--- config.mk ---
export PLATFORM = sky130hd
export DESIGN_NAME = accumulator_cpu_step_unit_flat
export DESIGN_NICKNAME = d
export VERILOG_FILES = /design/src/rtl/acs_pkg.sv /design/src/rtl/acs_if.sv /design/src/rtl/acs_exec.sv /design/src/rtl/accumulator_cpu_step_unit.sv /design/src/flat_wrapper.sv
export SDC_FILE = /design/constraint.sdc
export NUM_CORES = 1
export LEC_CHECK = 0
export ABC_AREA = 1
export CAP_MARGIN = 20
export CORE_MARGIN = 2
export CORE_UTILIZATION = 49
export CTS_BUF_LIST = sky130_fd_sc_hd__clkbuf_16
export DETAILED_ROUTE_END_ITERATION = 12
export DONT_BUFFER_PORTS = 1
export PLACE_DENSITY = 0.72
export SLEW_MARGIN = 20
export SYNTH_ARGS = -nofsm -noshare
export SYNTH_HDL_FRONTEND = slang
export SYNTH_SLANG_ARGS = --single-unit
--- constraint.sdc ---
create_clock -name clk_i -period 4.4 [get_ports clk_i]
set_clock_uncertainty 0.15 [all_clocks]
set_input_delay 0.44 -clock clk_i [delete_from_list [all_inputs] [get_ports clk_i]]
set_output_delay 0.44 -clock clk_i [all_outputs]
set_load 0.005 [all_outputs]
--- src/rtl/acs_pkg.sv ---
// shared types, opcodes and constants of the accumulator cpu step unit
// depends on nothing; every other file uses it
package acs_pkg;

  localparam int MEM_WORDS  = 15;
  localparam int WORD_BITS  = 8;
  localparam int ADDR_BITS  = 4;
  localparam int NUM_WORDS  = 1 << ADDR_BITS;
  localparam int JUMP_LIMIT = 127;

  localparam logic [ADDR_BITS-1:0] MEM_LIMIT  = ADDR_BITS'(MEM_WORDS);
  localparam logic [WORD_BITS-1:0] JUMP_LEVEL = WORD_BITS'(JUMP_LIMIT);

  // command codes
  localparam logic CMD_LOAD = 1'b0;
  localparam logic CMD_EXEC = 1'b1;

  typedef enum logic [3:0] {
    OP_LOAD    = 4'd0,
    OP_STORE   = 4'd1,
    OP_ADDI    = 4'd2,
    OP_SUBI    = 4'd3,
    OP_JUMP    = 4'd4,
    OP_LOADIND = 4'd5,
    OP_JGE     = 4'd6,
    OP_JGE2    = 4'd7
  } op_e;

  typedef logic [NUM_WORDS-1:0][WORD_BITS-1:0] mem_t;

  typedef struct packed {
    logic                 command;
    logic [ADDR_BITS-1:0] load_address;
    logic [WORD_BITS-1:0] load_data;
  } in_item_t;

  typedef struct packed {
    logic                 out_valid;
    logic [WORD_BITS-1:0] out_value;
    logic                 halted;
    logic [ADDR_BITS-1:0] program_counter;
    logic [WORD_BITS-1:0] accumulator;
  } out_item_t;

  typedef struct packed {
    logic [ADDR_BITS-1:0] pc;
    logic [WORD_BITS-1:0] acc;
    logic                 halt;
  } cpu_state_t;

  typedef struct packed {
    logic                 en;
    logic [ADDR_BITS-1:0] addr;
    logic [WORD_BITS-1:0] data;
  } mem_wr_t;

endpackage

--- src/rtl/acs_if.sv ---
// valid/ready channel interfaces for command items and result items
// depends on acs_pkg
interface acs_in_if;
  logic              valid;
  logic              ready;
  acs_pkg::in_item_t data;

  modport source (output valid, output data, input ready);
  modport sink (input valid, input data, output ready);
endinterface

interface acs_out_if;
  logic               valid;
  logic               ready;
  acs_pkg::out_item_t data;

  modport source (output valid, output data, input ready);
  modport sink (input valid, input data, output ready);
endinterface

--- src/rtl/acs_exec.sv ---
// execute logic: next cpu state, memory write and result for one item
// depends on acs_pkg
module acs_exec (
  input  acs_pkg::cpu_state_t state_i,
  input  acs_pkg::in_item_t   item_i,
  input  acs_pkg::mem_t       mem_i,
  output acs_pkg::cpu_state_t next_o,
  output acs_pkg::mem_wr_t    wr_o,
  output acs_pkg::out_item_t  result_o
);
  import acs_pkg::*;

  logic [WORD_BITS-1:0] instr;
  logic [ADDR_BITS-1:0] arg;
  logic [ADDR_BITS-1:0] pc_inc;
  op_e                  op;
  logic                 emit;

  assign instr  = mem_i[state_i.pc];
  assign arg    = instr[ADDR_BITS-1:0];
  assign op     = op_e'(instr[WORD_BITS-1:ADDR_BITS]);
  assign pc_inc = state_i.pc + ADDR_BITS'(1);

  always_comb begin
    next_o = state_i;
    wr_o   = '0;
    emit   = 1'b0;
    if (item_i.command == CMD_LOAD) begin
      wr_o.en   = 1'b1;
      wr_o.addr = item_i.load_address;
      wr_o.data = item_i.load_data;
    end else begin
      next_o.halt = state_i.halt | (state_i.pc >= MEM_LIMIT);
      if (!next_o.halt) begin
        case (op)
          OP_LOAD: begin
            next_o.acc = mem_i[arg];
            next_o.pc  = pc_inc;
          end
          OP_STORE: begin
            if (arg < MEM_LIMIT) begin
              wr_o.en   = 1'b1;
              wr_o.addr = arg;
              wr_o.data = state_i.acc;
            end else begin
              emit = 1'b1;
            end
            next_o.pc = pc_inc;
          end
          OP_ADDI: begin
            next_o.acc = state_i.acc + WORD_BITS'(arg);
            next_o.pc  = pc_inc;
          end
          OP_SUBI: begin
            next_o.acc = state_i.acc - WORD_BITS'(arg);
            next_o.pc  = pc_inc;
          end
          OP_JUMP: begin
            next_o.pc = arg;
          end
          OP_LOADIND: begin
            next_o.acc = mem_i[state_i.acc[ADDR_BITS-1:0]];
            next_o.pc  = pc_inc;
          end
          OP_JGE, OP_JGE2: begin
            next_o.pc = (state_i.acc >= JUMP_LEVEL) ? arg : pc_inc;
          end
          default: begin
            // unused opcodes leave everything alone
          end
        endcase
        if (next_o.pc >= MEM_LIMIT) begin
          next_o.halt = 1'b1;
        end
      end
    end
  end

  always_comb begin
    result_o.out_valid       = emit;
    result_o.out_value       = emit ? state_i.acc : '0;
    result_o.halted          = next_o.halt;
    result_o.program_counter = next_o.pc;
    result_o.accumulator     = next_o.acc;
  end

endmodule

--- src/rtl/accumulator_cpu_step_unit.sv ---
// top level of the accumulator cpu step unit: input stage, cpu state,
// 16-word register file and result register; depends on acs_pkg, acs_if, acs_exec
//
// usage
// - item_i carries command items: a load command writes one memory word,
//   an execute command runs the instruction at the program counter
// - result_o returns exactly one result item for every command item, in order:
//   output port flag and value, halt flag, program counter and accumulator
// - an accepted item waits in the input register, where the execute logic
//   reads state and memory; when it fires, the same edge updates them and
//   loads the result register, which then offers the result until it is taken
// - throughput is one item per cycle unless the receiver stalls: the register file
//   is read through muxes (fetch and operand in the same cycle) and state updates at
//   the same edge that captures the result, so the next item sees it at once
// - when the receiver stalls the result register holds; the input register
//   still takes one more item, then item_i.ready drops until the result moves
// - reset (rst_ni low, asynchronous) clears pc, accumulator, halt flag and all
//   sixteen memory words, and empties both pipeline registers; no clearing pass
// - once halted, execute commands change nothing; load commands still write
module accumulator_cpu_step_unit (
  input  logic         clk_i,
  input  logic         rst_ni,
  acs_in_if.sink       item_i,
  acs_out_if.source    result_o
);
  import acs_pkg::*;

  // input stage
  logic       in_vld_q;
  in_item_t   in_q;
  logic       fire;

  // architectural state
  cpu_state_t state_q;
  cpu_state_t state_d;
  mem_t       mem_q;
  mem_wr_t    wr;

  // result stage
  logic       res_vld_q;
  out_item_t  res_q;
  out_item_t  res_d;

  // execute when an item waits and the result register is free or draining
  assign fire         = in_vld_q && (!res_vld_q || result_o.ready);
  assign item_i.ready = !in_vld_q || fire;

  always_ff @(posedge clk_i or negedge rst_ni) begin
    if (!rst_ni) begin
      in_vld_q <= 1'b0;
    end else if (item_i.ready) begin
      in_vld_q <= item_i.valid;
    end
  end

  always_ff @(posedge clk_i) begin
    if (item_i.valid && item_i.ready) begin
      in_q <= item_i.data;
    end
  end

  acs_exec u_exec (
    .state_i  (state_q),
    .item_i   (in_q),
    .mem_i    (mem_q),
    .next_o   (state_d),
    .wr_o     (wr),
    .result_o (res_d)
  );

  // pc, accumulator and halt flag
  always_ff @(posedge clk_i or negedge rst_ni) begin
    if (!rst_ni) begin
      state_q <= '0;
    end else if (fire) begin
      state_q <= state_d;
    end
  end

  // register file, cleared by reset
  always_ff @(posedge clk_i or negedge rst_ni) begin
    if (!rst_ni) begin
      mem_q <= '0;
    end else if (fire && wr.en) begin
      mem_q[wr.addr] <= wr.data;
    end
  end

  // result register
  always_ff @(posedge clk_i or negedge rst_ni) begin
    if (!rst_ni) begin
      res_vld_q <= 1'b0;
    end else if (fire) begin
      res_vld_q <= 1'b1;
    end else if (result_o.ready) begin
      res_vld_q <= 1'b0;
    end
  end

  always_ff @(posedge clk_i) begin
    if (fire) begin
      res_q <= res_d;
    end
  end

  assign result_o.valid = res_vld_q;
  assign result_o.data  = res_q;

  // checks

  a_halt_sticky: assert property (@(posedge clk_i) disable iff (!rst_ni)
    state_q.halt |=> state_q.halt)
    else $error("halt flag cleared without reset");

  a_halt_pc: assert property (@(posedge clk_i) disable iff (!rst_ni)
    state_q.halt |-> (state_q.pc >= MEM_LIMIT))
    else $error("halted with program counter below the halt address");

  a_emit_acc: assert property (@(posedge clk_i) disable iff (!rst_ni)
    (res_vld_q && res_q.out_valid) |-> (res_q.out_value == res_q.accumulator))
    else $error("emitted value differs from accumulator");

  a_no_emit_zero: assert property (@(posedge clk_i) disable iff (!rst_ni)
    (res_vld_q && !res_q.out_valid) |-> (res_q.out_value == '0))
    else $error("output value nonzero without emit");

  a_halted_frozen: assert property (@(posedge clk_i) disable iff (!rst_ni)
    (fire && state_q.halt) |=> ($stable(state_q.pc) && $stable(state_q.acc)))
    else $error("state changed while halted");

endmodule
--- src/flat_wrapper.sv ---
// flat-port wrapper written by rule: the top's interface ports become plain ports
module accumulator_cpu_step_unit_flat import acs_pkg::*;
  (clk_i, rst_ni, item_i_valid, item_i_data, item_i_ready, result_o_valid, result_o_data, result_o_ready);
  acs_in_if item_i_i ();
  acs_out_if result_o_i ();
  input  logic clk_i;
  input  logic rst_ni;
  input wire logic [$bits(item_i_i.valid)-1:0] item_i_valid;
  input wire logic [$bits(item_i_i.data)-1:0] item_i_data;
  output wire logic [$bits(item_i_i.ready)-1:0] item_i_ready;
  output wire logic [$bits(result_o_i.valid)-1:0] result_o_valid;
  output wire logic [$bits(result_o_i.data)-1:0] result_o_data;
  input wire logic [$bits(result_o_i.ready)-1:0] result_o_ready;
  assign item_i_i.valid = item_i_valid;
  assign item_i_i.data = item_i_data;
  assign item_i_ready = item_i_i.ready;
  assign result_o_valid = result_o_i.valid;
  assign result_o_data = result_o_i.data;
  assign result_o_i.ready = result_o_ready;
  accumulator_cpu_step_unit u_core (.clk_i(clk_i), .rst_ni(rst_ni), .item_i(item_i_i), .result_o(result_o_i));
endmodule
### Word level (Yosys, flattened, before mapping)

Cells that the tools add are included.

| word-level totals | value |
|---|---|
| register bits after elaboration | 178 |
| input bits | 17 |
| output and inout port bits | 24 |

| operators by class | value |
|---|---|
| add/sub/neg operators | 3 |
| $lt $le $gt $ge | 9 |
| equality and inequality tests | 7 |
| multiplexer cells | 27 |
| bitwise logic cells | 1 |
| reduce and logical (&&, ||, !) cells | 12 |

Operators with widths:

| kind | number |
|---|---|
| $bwmux W128 | 1 |
| $bmux W8 S4 | 3 |
| $mux W13 | 6 |
| $demux W8 S4 | 1 |
| $mux W8 | 4 |
| $pmux W8 S4 | 1 |
| $lt A4 B5 Y1 const B | 4 |
| $eq A4 B3 Y1 const B | 4 |
| $mux W4 | 3 |
| $pmux W4 S3 | 1 |
| $add A8 B4 Y8 | 1 |
| $eq A4 B2 Y1 const B | 2 |
| $ge A4 B4 Y1 const B | 2 |
| $ge A8 B7 Y1 const B | 1 |
| $sub A8 B4 Y8 | 1 |
| $mux W1 | 7 |
| $reduce_or A5 Y1 | 1 |
| $add A4 B1 Y4 const B | 1 |
| $eq A4 B1 Y1 const B | 1 |
| $ge A4 B1 Y1 const B | 1 |
| $logic_and A1 B1 Y1 | 4 |
| $logic_not A4 Y1 | 1 |
| $lt A4 B4 Y1 const B | 1 |
| $logic_not A1 Y1 | 2 |
| 4 further kinds | 5 |

### Longest topological paths before layout

Gate-level depths: netlist of run 1.

| logic depth | value |
|---|---|
| depth after elaboration | 12 |
| depth in mapped cells | 31 |

### By module

Synthesis of run 1 repeated with hierarchy kept, for this count alone.

| unflattened totals | value |
|---|---|
| cell total of the unflattened synthesis | 1717 |
| area total of the unflattened synthesis | 12089.1 um2 |

By module, submodules not included:

| module | times used | cells each | area an instance (um2) | seq. area each (um2) |
|---|---|---|---|---|
| accumulator_cpu_step_unit | 1 | 690 | 6872.8 | 4629.4 |
| acs_exec | 1 | 1027 | 5216.3 | 0.0 |

### Least setup slack after synthesis of run 1

No wires, ideal clock.

| timing | value |
|---|---|
| path type | register -> register |
| from | register u_core.state_q[9] (netlist name) |
| to | register u_core.res_q (netlist bit u_core.result_o.data[6]) (data pin) |
| setup time | 255 ps |
| data arrival time | 3578 ps |
| data required time | 3995 ps |
| slack | 417 ps |
| cell stages (with the launch flop) | 26 |
| buffers on the path | 5 |
| path through | dfrtp_1 buf_4 buf_2 buf_4 buf_2 o211ai_1 nand3_1 nand3_1 nand2_1 inv_1 clkbuf_1 ha_1 nand2_1 o21ai_0 fa_1 nor2_1 o21ai_0 nand2_1 nand2_1 nand2_1 a21oi_1 xor2_1 o22ai_1 nor2_1 o21ai_1 and2_1 |

RTL lines:

| element | RTL line | source |
|---|---|---|
| start: declaration | accumulator_cpu_step_unit.sv:34 | `cpu_state_t state_q;` |
| start signal: assignment | accumulator_cpu_step_unit.sv:76 | `state_q <= state_d;` |
| end signal: assignment | accumulator_cpu_step_unit.sv:102 | `res_q <= res_d;` |
| end: declaration | accumulator_cpu_step_unit.sv:41 | `out_item_t res_q;` |

==> summary.md, run 1 <==
The run finished with clean final reports. In this run the core area contains 56 standard-cell rows. The worst hold path was traced through 3 stages. For the achievable clock frequency, the log shows 239 MHz.

Of the available clock period, the critical path in the final layout requires 95.0%. The arrival time at the worst endpoint came out at 4.23 ns. The switching power share of the total is 55.7%, and the synthesized flop and latch total is 178. Layout-stage area growth over the synthesis result: 9.40%. STA classifies the critical path endpoint as a register. The areal power density over the cells came out at 907 mW/mm^2. TritonCTS built the clock tree. The minimum setup slack in the final design was 0.220 ns. The maximum resistive drop on vdd was 0.000819 V; the highest net fanout along the worst path was 40.

The slack of the worst reg-to-reg path came out at 0.22 ns. Headroom to the max-slew limit came out at 31.9%. Measured along the y axis, the die boundary spans 160 microns. At the pin with the least slew margin, the transition time is 1.02 ns. In this run the critical register-to-register path is launched from u_core.state_q[9]. Cell area after placement: 0.0121 sq mm.

Fraction of synthesized cell area taken by the top area cell type: 30.1%. The number of port buffers is 0, and the synthesized area per cell is 6.87 sq um. The internal portion of the total power is 5230 uW.

Clock tree synthesis found a total of 178 sinks. The post-synthesis compound-gate area fraction came out at 13.4%. The logs give 0 for the count of antenna diodes in the layout and 4.45 ns for the required time of the critical path. Prior to clock tree synthesis, the placed netlist has a worst setup slack of 0.257 ns.

Entering global routing, the biggest net connects 144 pins. The tools report the number of distinct library cells after synthesis as 42. Setup repair after global routing left no endpoint under its margin.

The tools report the max-capacitance violation count as 0. The net count after synthesis was 1756. Synthesis produced 1727 cells. The worst setup path is launched from a register. Summed over all nets, the switching power comes to 6560 uW. After detailed routing, the number of vias per cell comes to 6.01. The final weighted congestion of routability-driven global placement was 1.01; the share of flip-flops with an asynchronous set or reset after synthesis was 80.3%.

The clock network fraction of total power is 13.5%. Clock latency on the worst-skew pair, taken at its later pin, is 0.45 ns. The via total after detailed routing was 12257. The number of nets with antenna violations after detailed routing is 0, and the number of remaining DRC errors is 0.

The logic depth of the worst register-to-register path was 22. The path class of the lowest-slack min-delay path is in -> reg. After synthesis, the largest family of logic cells by area is simple AND/OR/NAND/NOR gates. After Yosys synthesis, and, or, nand and nor cells account for 36.6% of the synthesized area. Yosys instantiated no cell more often than nand2_1.

The smallest clock period supported by the final layout is computed as 4.18 ns. The sequential group share of total power came out at 23.5%. Multiplexer cells account for 0.0843% of the synthesized area.

Clock-pin slew was measured on the worst setup and hold paths at 0.09 ns. The commonest cells after synthesis are nand2_1 (644), nand3_1 (236), dfrtp_1 (143). The area share of fa/ha/maj cells after synthesis was 1.33%. Of the total synthesized cell area, the portion taken by XOR and XNOR cells is 0.295%. The run gives 33.4% as the aggregate global-route resource usage. Setup violations remaining at the end of the flow were counted as 0. dfrtp_1 takes more of the synthesized area than any other cell.

For this run, the number of Yosys warnings is 0. Destination of the worst register-to-register timing path: u_core.result_o.data[6]. The synthesized design contains 35 enable-type register cells.

The first-pass GRT wire length was 65700 microns; the full die area was 0.0255 sq mm. The number of H-tree branching levels was 4. The start-to-end type of the worst setup path is reg -> reg.

Wires add up to 43400 microns. The run gives 0 ns as the total negative slack for setup checks. The tools report the initial core utilization as 50.3%. The final instance area was 0.0130 sq mm.

The cell area that synthesis handed to floorplanning was 0.0119 sq mm. Combinational logic burns 63.0% of the power. For this run, the detailed router's first-pass iteration total came to 9. Cells with a size suffix above 1 make up 8.31% of the layout.

The final-report hold violation count is 0. Detailed placement finished with a half-perimeter wire length of 29700 microns. The tools report the root buffer cell as clkbuf_16. Via count of the first global-routing pass: 10911.

The number of pins exceeding their max-slew limit in the final report is 0, and the number of CTS-inserted buffers is 17. The die boundary width came out at 160 microns. Ranked by total cell area, the synthesized netlist is headed by dfrtp_1 (30%), nand2_1 (20%), nand3_1 (9.9%), edfxtp_1 (8.9%), inv_1 (4.3%).

Hold path startpoint: result_o_ready. The logs give 41 for the boundary pin count and 0 for the initial antenna violation count. The clock passes through at most 2 buffers.

The logs give 0 for the total congestion overflow and 0.0236 sq mm for the core area. For this run, the register share of the synthesized area comes to 39.0%. The worst hold endpoint was u_core.result_o.valid.

The most used flip-flop cell after synthesis was dfrtp_1. In the final routed layout, each cell accounts on average for 21.3 microns. The logs give 1863 for the number of violations reported at the end of detailed-routing iteration 0 and 1737 for the final net count.

In this run the static leakage power is 0.00618 uW.
## logic make-up after synthesis
kind of cell | Yosys count
adders and majority gates | 12
AOI/OAI and AO/OA | 278
buffers and inverters | 248
xor gates and xnor gates | 4
and+or+nand+nor | 1006
muxes | 1
DFF | 178
## power groups by stage
stage               sequential [uW]  clock, uW  combinational, uW
floorplan                      2520          0               5080
global placement               2740          0               6900
detailed placement             2750          0               6970
CTS                            2720       1600               7040
global route                   2800       1670               8050
finish                         2770       1590               7430
## worst max-delay path by stage
stage,slack [ns],to,start,depth (start not counted)
2_1_floorplan,0.42,u_core.result_o.data[6],u_core.state_q[9],25
3_3_place_gp,0.29,u_core.mem_q[48],u_core.state_q[9],18
3_5_place_dp,0.26,u_core.result_o.data[5],u_core.state_q[9],22
4_1_cts,0.23,u_core.result_o.data[5],u_core.state_q[9],22
5_1_grt,0.01,u_core.result_o.data[6],u_core.state_q[9],24
6_report,0.22,u_core.result_o.data[6],u_core.state_q[9],22
## metal layers
metal / vias to the layer above / GRT usage (%) / routed length (microns)
li1: 5625 / - / -
met1: 5695 / 47.3 / 17800
met2: 800 / 48.6 / 18300
met3: 137 / 8.36 / 5340
met4: 0 / 14.5 / 1940
met5: - / 0 / 0
## layout by cell type (no fill, tap or decap), types with 4 or more instances in the layout
cell type      Yosys  layout
inv_6              1       5
nand3_1          236     233
dlygate4sd3_1      0      15
o21ai_1           11      12
o31ai_1            5       5
nand2_1          644     643
nor2_1            57      57
o21ai_0          101     100
clkinv_8           0       7
xor2_1             4       4
a21oi_1           91      91
edfxtp_1          35      35
nor3_1             6       5
ha_1              11      11
buf_12             0       4
nand3_2            5       7
nand4_1            7       7
buf_4             20      36
o211ai_1          52      52
nor2_4            12      12
nand2_2           21      20
inv_1            137     137
clkbuf_16          0      18
inv_2              9       9
a221oi_1           6       6
dfrtp_1          143     141
and2_1             6       6
a31oi_1            4       4
## final cells by class
class | instances | area [sq um]
Inverter | 151 | 584
Clock inverter | 15 | 185
Multi-Input combinational cell | 1301 | 6170
Tap cell | 319 | 399
Clock buffer | 17 | 425
Timing Repair Buffer | 58 | 581
Timing Repair inverter | 1 | 11.3
Fill cell | 2298 | 10600
Sequential cell | 178 | 4630
## metrics by stage
step	utilization, %	total power (uW)	hold WS, ns	std cells
2_1_floorplan	-	7600	-0.00559	1727
6_report	55.0	11800	0.0141	2040
4_1_cts	54.4	11400	0.00516	2034
5_1_grt	55.0	12500	0.0549	2040
3_5_place_dp	51.1	9720	0.000264	1986
3_3_place_gp	51.1	9650	0.00332	1986
## flip-flops by register name, summed over array words and instances (netlist names)
| register | flops |
|---|---|
| u_core.in_vld_q | 1 |
| u_core.mem_q | 128 |
| u_core.result_o.data | 22 |
| u_core.result_o.valid | 1 |
| u_core.state_q | 13 |
| u_core.in_q | 13 |
## repair_timing
action,in CTS,in global routing
buffers inserted,0,4
gates resized for setup,0,12
hold buffers,16,0
endpoints found under the hold margin,157,0
setup endpoints to repair,0,13
## worst max-delay path, stage by stage, from the launching register on
cell	delay, ns
dfrtp_2	0.50
buf_12	0.17
clkbuf_16	0.21
o21ai_0	0.19
nand3_1	0.09
nand3_1	0.19
nand2_2	0.16
buf_4	0.21
inv_1	0.23
xor2_1	0.20
ha_1	0.28
inv_1	0.09
nor2_1	0.05
o21ai_0	0.16
nand2_1	0.10
nand2_1	0.09
nand2_1	0.05
a21oi_1	0.16
xor2_1	0.17
o22ai_1	0.08
nor2_1	0.11
o21ai_1	0.11
and2_1	0.17
Note: power is estimated with default switching activity, not from simulation.
==> run 2, diff against run 1 <==
--- a/config.mk
+++ b/config.mk
@@ -8,11 +8,11 @@
 export ABC_AREA = 1
 export CAP_MARGIN = 20
 export CORE_MARGIN = 2
-export CORE_UTILIZATION = 49
+export CORE_UTILIZATION = 50
 export CTS_BUF_LIST = sky130_fd_sc_hd__clkbuf_16
 export DETAILED_ROUTE_END_ITERATION = 12
 export DONT_BUFFER_PORTS = 1
-export PLACE_DENSITY = 0.72
+export PLACE_DENSITY = 0.73
 export SLEW_MARGIN = 20
 export SYNTH_ARGS = -nofsm -noshare
 export SYNTH_HDL_FRONTEND = slang
==> run 2 against run 1 <==
Via count decreased by 3.0%. Cell area decreased by 1.2%. Die area shrank 2.0%. Worst hold slack improved by 0.0064 ns. Highest routed layer is now met5.
==> summary.md, run 2 (synthesis results as in run 1) <==
The register with the most flip-flops is u_core.mem_q. The full die area came out at 0.0250 sq mm. The library cell used most frequently in the layout, excluding fill and tap cells, is nand2_1. The timing endpoint of the critical path was u_core.result_o.data[6]. OpenSTA, run right after detailed placement, puts the worst setup slack at 0.439 ns. Setup repair after global routing left no endpoint under its margin. The tools report the endpoint kind of the worst setup timing path as a register. The logs give 65500 microns for the first-pass GRT wire length and 0 for the final-report hold violation count. Across every metal layer, demand over resource in global routing totals 35.2%.

Derived from the worst setup path, the maximum achievable clock frequency is 245 MHz. Using the TritonRoute via totals, the vias-per-cell ratio works out to 5.85. The tree is rooted in a clkbuf_16. The die boundary width works out to 158 microns. After global routing the overflow that remains totals 0. Clock latency on the worst-skew pair: 0.45 ns. The run gives 41 as the boundary pin count. Across all layers, the routed design uses 11892 vias. Clock tree synthesis inserted a total of 17 buffers. The die outline height works out to 158 microns. For the max-capacitance violation count, the log shows 0. Tracing the worst setup path back leads to its startpoint at u_core.state_q[9]. For this block, the routed nets add up to 42800 microns of wire. In this design, the stage delay of the slowest critical-path cell is 0.51 ns. The number of remaining DRC errors was 0; the number of detailed-routing iterations run before antenna repair was 6. The max-slew headroom at the worst pin was 40.7%; the minimum clock period after layout was 4.08 ns. The longest clock path from root to sink contains 2 buffers.

For the pin with the worst max-slew slack, the measured transition is 0.890 ns. Detailed placement HPWL: 29800 microns. The final net count came out at 1728. The number of pins exceeding their max-slew limit in the final report came out at 0. The required time of the critical path was 4.45 ns; the number of nets with antenna violations after detailed routing was 0. After detailed routing, the average wire length per cell comes to 21.0 microns.

Setup slack closes at 0.323 ns. Number of H-tree branching levels: 4. The flow ran to the end, and the final reports show no timing, DRC or antenna violations. The library cells used most frequently in the layout, excluding fill and tap cells, are nand2_1 (643), nand3_1 (236), dfrtp_1 (141). In this run the worst path has a maximum fanout of 54. The logic depth of the worst register-to-register path was 23; the share of post-route cells with drive strength above 1 was 7.54%. The slowest stage of the critical path is the dfrtp_2 cell. Summed over all cells, the static leakage comes to 0.00610 uW. STA puts the critical path data arrival time at 4.12 ns. After layout, the worst path uses 92.7% of the clock period. The register with the most flip-flops in the layout has 128 of them. Path class of the lowest-slack min-delay path: in -> reg. Compared with the post-synthesis result, the final layout area differs by 8.12%.

The total area inside the core boundary comes to 0.0234 sq mm. The critical path goes through clkinv_8, a21oi_1, o21ai_0, nand3_1, nand3_1, nand2_2, inv_1, ha_1, nor2_1, xor2_1, ha_1, inv_1, nor2_1, o21ai_0, nand2_1, nand2_1, nand2_1, a21oi_1, xor2_1, o22ai_1, nor2_1, o21ai_1, and2_1. The clock net in this run drives a total of 178 sinks. In the final timing run, aggregate negative setup slack is 0 ns. The startpoint identified for the worst register-to-register timing path is u_core.state_q[9]. TritonCTS built the clock tree. The run gives 1552 as the number of violations reported at the end of detailed-routing iteration 0.

The worst register-to-register path ends at u_core.result_o.data[6]. The areal power density over the cells is 903 mW/mm^2, and the initial antenna violation count is 1. The pin count of the biggest net entering global routing is 144, and the maximum resistive drop on vdd is 0.000464 V.

The clock-pin slew on the worst setup and hold paths is 0.08 ns. Critical path startpoint category: a register. Setup slack on the worst reg-to-reg path comes out at 0.32 ns. The run gives 1.07 as the final weighted congestion of routability-driven global placement. Setup violations remaining at the end of the flow were counted as 0. The initialized floorplan defines 56 standard-cell rows. The start-to-end type of the worst setup path is reg -> reg. Buffers placed on the I/O ports in this run total 0. For this configuration, the core starts out at a cell density of 50.7%.

The via count of the first global-routing pass was 10990. Fill cells in the final layout number 2311.
==> run 2: what timing repair did <==
| action | CTS | global route |
|---|---|---|
| hold buffers | 16 | 0 |
| endpoints found under the hold margin | 157 | 0 |
| endpoints found under the setup margin | 0 | 1 |
| buffers inserted | 0 | 0 |
| resized for setup | 0 | 4 |
==> run 2: metal layers <==
layer | track usage (%) | vias to the layer above | part of all wire, %
met1 | 49.0 | 5543 | 42
li1 | - | 5603 | -
met3 | 6.93 | 116 | 9.3
met4 | 16.5 | 2 | 4.8
met5 | 1.86 | - | 0.12
met2 | 52.5 | 628 | 43
==> run 2: critical path, delay by kind of cell, from the launching register on <==
kind                       cells  cell delay [ns]
DFF                            1             0.51
adders and majority gates      2             0.49
xor gates and xnor gates       2             0.35
and+or+nand+nor               10             1.04
AOI/OAI and AO/OA              6             0.82
buffers and inverters          3             0.44
==> run 2: stage by stage <==
step	hold slack, ns	utilization, %	total power, uW	cell area (sq um)	cells
after floorplan	-0.00559	-	7600	11900	1727
after global placement	0.00370	51.4	9670	12000	1982
after detailed placement	0.00150	51.4	9680	12000	1982
after CTS	0.0163	54.7	11300	12800	2030
after global routing	0.0167	54.8	12400	12800	2031
final	0.0205	54.8	11600	12800	2032
==> run 2: worst min path at each step <==
stage              startpoint                    end  slack (ns)  depth (start not counted)
2_1_floorplan          rst_ni        u_core.in_vld_q      -0.006                          0
5_1_grt        result_o_ready  u_core.result_o.valid        0.02                          3
6_report       result_o_ready  u_core.result_o.valid        0.02                          3
4_1_cts        result_o_ready  u_core.result_o.valid        0.02                          3
3_5_place_dp           rst_ni      u_core.mem_q[109]       0.001                          0
3_3_place_gp           rst_ni      u_core.mem_q[114]       0.004                          0
==> run 2: area by class of cell <==
| type | instances | area (sq um) | area share [%] |
|---|---|---|---|
| multi-input combinational | 1301 | 6140 | 47.8 |
| sequential | 178 | 4630 | 36.1 |
| inverter | 151 | 584 | 4.55 |
| timing repair buffer | 50 | 483 | 3.76 |
| clock buffer | 17 | 425 | 3.31 |
| tap | 319 | 399 | 3.11 |
| clock inverter | 15 | 171 | 1.34 |
| antenna | 1 | 2.50 | 0.0195 |
==> run 2: report_power, final <==
part           switching, uW  internal (uW)  leakage [uW]
logic                   5060           2190       0.00355
clock network            801            764      0.000283
registers                548           2220       0.00227
total                   6410           5170       0.00610
==> run 3, diff against run 2 <==
--- a/config.mk
+++ b/config.mk
@@ -12,7 +12,7 @@
 export CTS_BUF_LIST = sky130_fd_sc_hd__clkbuf_16
 export DETAILED_ROUTE_END_ITERATION = 12
 export DONT_BUFFER_PORTS = 1
-export PLACE_DENSITY = 0.73
+export PLACE_DENSITY = 0.76
 export SLEW_MARGIN = 20
 export SYNTH_ARGS = -nofsm -noshare
 export SYNTH_HDL_FRONTEND = slang
==> constraint.sdc (replaced) <==
create_clock -name clk_i -period 3.65 [get_ports clk_i]
set_clock_uncertainty 0.15 [all_clocks]
set_input_delay 0.365 -clock clk_i [delete_from_list [all_inputs] [get_ports clk_i]]
set_output_delay 0.365 -clock clk_i [all_outputs]
set_load 0.01 [all_outputs]
==> run 3 against run 2 <==
The run now ends with negative hold slack, negative setup slack left. Critical endpoint is now u_core.result_o.data[5]. Sequential power rose by 22%. Power rose by 31%. Combinational power is 36% higher. Cell area grew 6.4%. Largest power group unchanged. Critical path depth shrank 1.
==> summary.md, run 3 (synthesis results as in run 1) <==
41 I/O pins were placed. The minimum setup slack in the final design is -0.141 ns. The run gives -0.543 ns as the hold slack. Destination of the worst register-to-register timing path: u_core.result_o.data[5]. TritonCTS built the clock tree. The tools report the fraction of met2 tracks used by global routing as 55.3%. The net count of the finished layout is 1801. Post-detailed-route via-to-cell ratio: 5.96. The run gives 11307 as the via count of the first global-routing pass.

The tools report the maximum clock path buffer count as 2. The first-pass GRT wire length was 68500 microns. The number of CTS-inserted buffers was 17.

After detailed routing, the average wire length per cell comes to 21.6 microns. Traced cell by cell, the critical path runs through buf_4, buf_6, o21ai_1, nand3_1, nand3_1, nand2_2, inv_2, ha_1, nor2_2, xor2_1, ha_1, nand3b_1, nand2_1, nand2_1, nand2_1, a21oi_2, or2_2, nand3_1, o31ai_1, nor2_1, o21ai_1, and2_1. Cells with a size suffix above 1 make up 12.7% of the layout. Path class of the lowest-slack min-delay path: in -> async.

Global routing used 36.8% of the available tracks. The logs give 143 for the final-report hold violation count and 0 for the number of pins exceeding their max-slew limit in the final report. Cell with the biggest individual delay on the critical path: dfrtp_4. The total overflow left after global routing is 0.

Counting I/O delays and the setup requirement, the final critical path takes 3.79 ns. Launching point of the worst reg2reg path: u_core.state_q[9]. The placement-stage worst setup slack is -0.0933 ns, and the cell area after placement is 0.0125 sq mm. The kind of cell with the highest combined delay along the critical path is simple AND/OR/NAND/NOR gates. Summed over all failing endpoints, the final setup total negative slack is -0.391 ns.

The die is 158 microns tall. The clock-pin slew on the worst setup and hold paths is 0.09 ns, and the number of sinks handled by clock tree synthesis is 178. The tool flagged a number of max-cap violations equal to 0. For this design, the CTS-stage hold fixing added 15 buffers. The run gives 7.14% as the global routing met3 resource utilization. The number of nets with antenna violations after detailed routing was 0.

The tools report the number of detailed-routing iterations run before antenna repair as 6. Entering global routing, the biggest net connects 144 pins. Port buffering added 0 buffers. Leaving out fill and tap cells, the most frequent cells in the layout are nand2_1 (638), nand3_1 (229), dfrtp_1 (141). The tools report the final weighted congestion of routability-driven global placement as 1.04. Most frequent standard cell in the layout excluding fill and tap cells: nand2_1. The die covers 0.0250 sq mm.

The arrival time at the worst endpoint is 3.86 ns. The most used routing layer is met2. Counting flops per register, the top entry is u_core.mem_q. Start-to-end type of the worst setup path: reg -> reg. For the worst-skew pair, the clock arrives at the later sink with an insertion delay of 0.45 ns.

The checks that failed: negative hold slack, negative setup slack. Global routing consumed, on the met1 layer, 52.6% of the routing resources. The achievable clock frequency came out at 264 MHz. The root buffer cell chosen for the clock tree is clkbuf_16.

Setup repair after global routing could not meet its margin everywhere. The repair_antennas step left the layout with diodes totalling 0. Counting both buffers and inverters, the worst setup path holds a total of 3.

The tools report the initial antenna violation count as 0. The clock tree synthesis step divided the H-tree into 4 levels. Across all register-to-register paths, the minimum setup slack is -0.14 ns.

The areal power density over the cells was 1110 mW/mm^2. For this run, the slowest stage of the critical path takes 0.58 ns. The final instance area is 0.0137 sq mm. For this block, the routed nets add up to 45400 microns of wire.

Measured against its own limit, the worst slew margin works out to 52.5%. After legalization and detailed placement, the total HPWL measured 32000 microns. The core area came out at 0.0234 sq mm. Once the floorplan was initialized, standard cells occupied 50.7% of the core. STA classifies the critical path startpoint as a register.

From left edge to right edge, the die measures 158 microns. For the worst flop-to-flop path, the logic depth is 22. The logs give 2104 for the non-filler instance count after layout and 2095 for the number of violations reported at the end of detailed-routing iteration 0. Setup violations remaining at the end of the flow were counted as 5. The maximum resistive drop on vdd came out at 0.000608 V.

Row generation in the floorplan step produced 56 rows. The number of placed cells counting well taps is 2039. After layout, the worst path uses 104% of the clock period.

Flip-flop count of the largest register after layout: 128. For this block, the via count after detailed routing is 12535. From synthesis to final layout, the design area changed by 15.1%. Along the worst path, the maximum fanout reaches 7. The endpoint kind of the worst setup timing path was a register.

The flow ran to the end, but the final reports show violations. Data on the critical path is required at its endpoint by 3.72 ns. In the routed design, unresolved DRC markers number 0. For the pin with the worst max-slew slack, the measured transition is 0.710 ns. In this run the static leakage power is 0.00653 uW.
## run 3: worst max-delay path by stage
| stage | start | to | slack (ns) | depth (start not counted) |
|---|---|---|---|---|
| after global placement | u_core.state_q[9] | u_core.result_o.data[5] | -0.07 | 22 |
| after CTS | u_core.state_q[9] | u_core.result_o.data[5] | -0.06 | 23 |
| final | u_core.state_q[9] | u_core.result_o.data[5] | -0.14 | 22 |
| after detailed placement | u_core.state_q[9] | u_core.result_o.data[5] | -0.09 | 23 |
| after global routing | u_core.state_q[9] | u_core.result_o.data[5] | -0.34 | 23 |
| after floorplan | u_core.state_q[9] | u_core.result_o.data[5] | 0.005 | 27 |
## run 3: area by class of cell
class	count	area, sq um
Tap cell	319	399
Fill cell	2196	9740
Timing Repair inverter	1	16.3
Sequential cell	178	4630
Clock buffer	17	425
Timing Repair Buffer	121	1130
Inverter	151	594
Clock inverter	15	199
Multi-Input combinational cell	1302	6260
## run 3: power breakdown
group | leakage [uW] | switching [uW] | internal, uW | total [uW]
logic | 0.00396 | 6600 | 3280 | 9890
clock network | 0.000301 | 1010 | 949 | 1960
registers | 0.00227 | 697 | 2680 | 3370
total | 0.00653 | 8310 | 6910 | 15200
## run 3: worst register-to-register path: cells and delay by family, from the launching register on
| family | cells | cell delay, ns |
|---|---|---|
| simple gates | 12 | 1.37 |
| buf+inv | 3 | 0.39 |
| compound gates | 4 | 0.41 |
| flops | 1 | 0.58 |
| xor+xnor | 1 | 0.15 |
| fa+ha+maj | 2 | 0.50 |
## run 3: layer usage
layer	vias to the layer above	share of wire, %	routed length (microns)
met5	-	0	0
met1	5821	42	18800
li1	5752	-	-
met4	0	4.7	2120
met2	801	43	19700
met3	161	10	4750
## run 3: stage by stage
| step | utilization, % | power (uW) |
|---|---|---|
| final | 58.4 | 15200 |
| after global routing | 58.4 | 16200 |
| after CTS | 56.8 | 14500 |
| after detailed placement | 53.5 | 12500 |
| after global placement | 53.5 | 12500 |
| after floorplan | - | 9460 |
## run 3: timing repair
item                                    4_1_cts  5_1_grt
endpoints found under the setup margin        4      122
setup buffers                                 0       14
gates resized for setup                       2       40
pin swaps                                     0       14
gates cloned                                  0        4
endpoints found under the hold margin       158      143
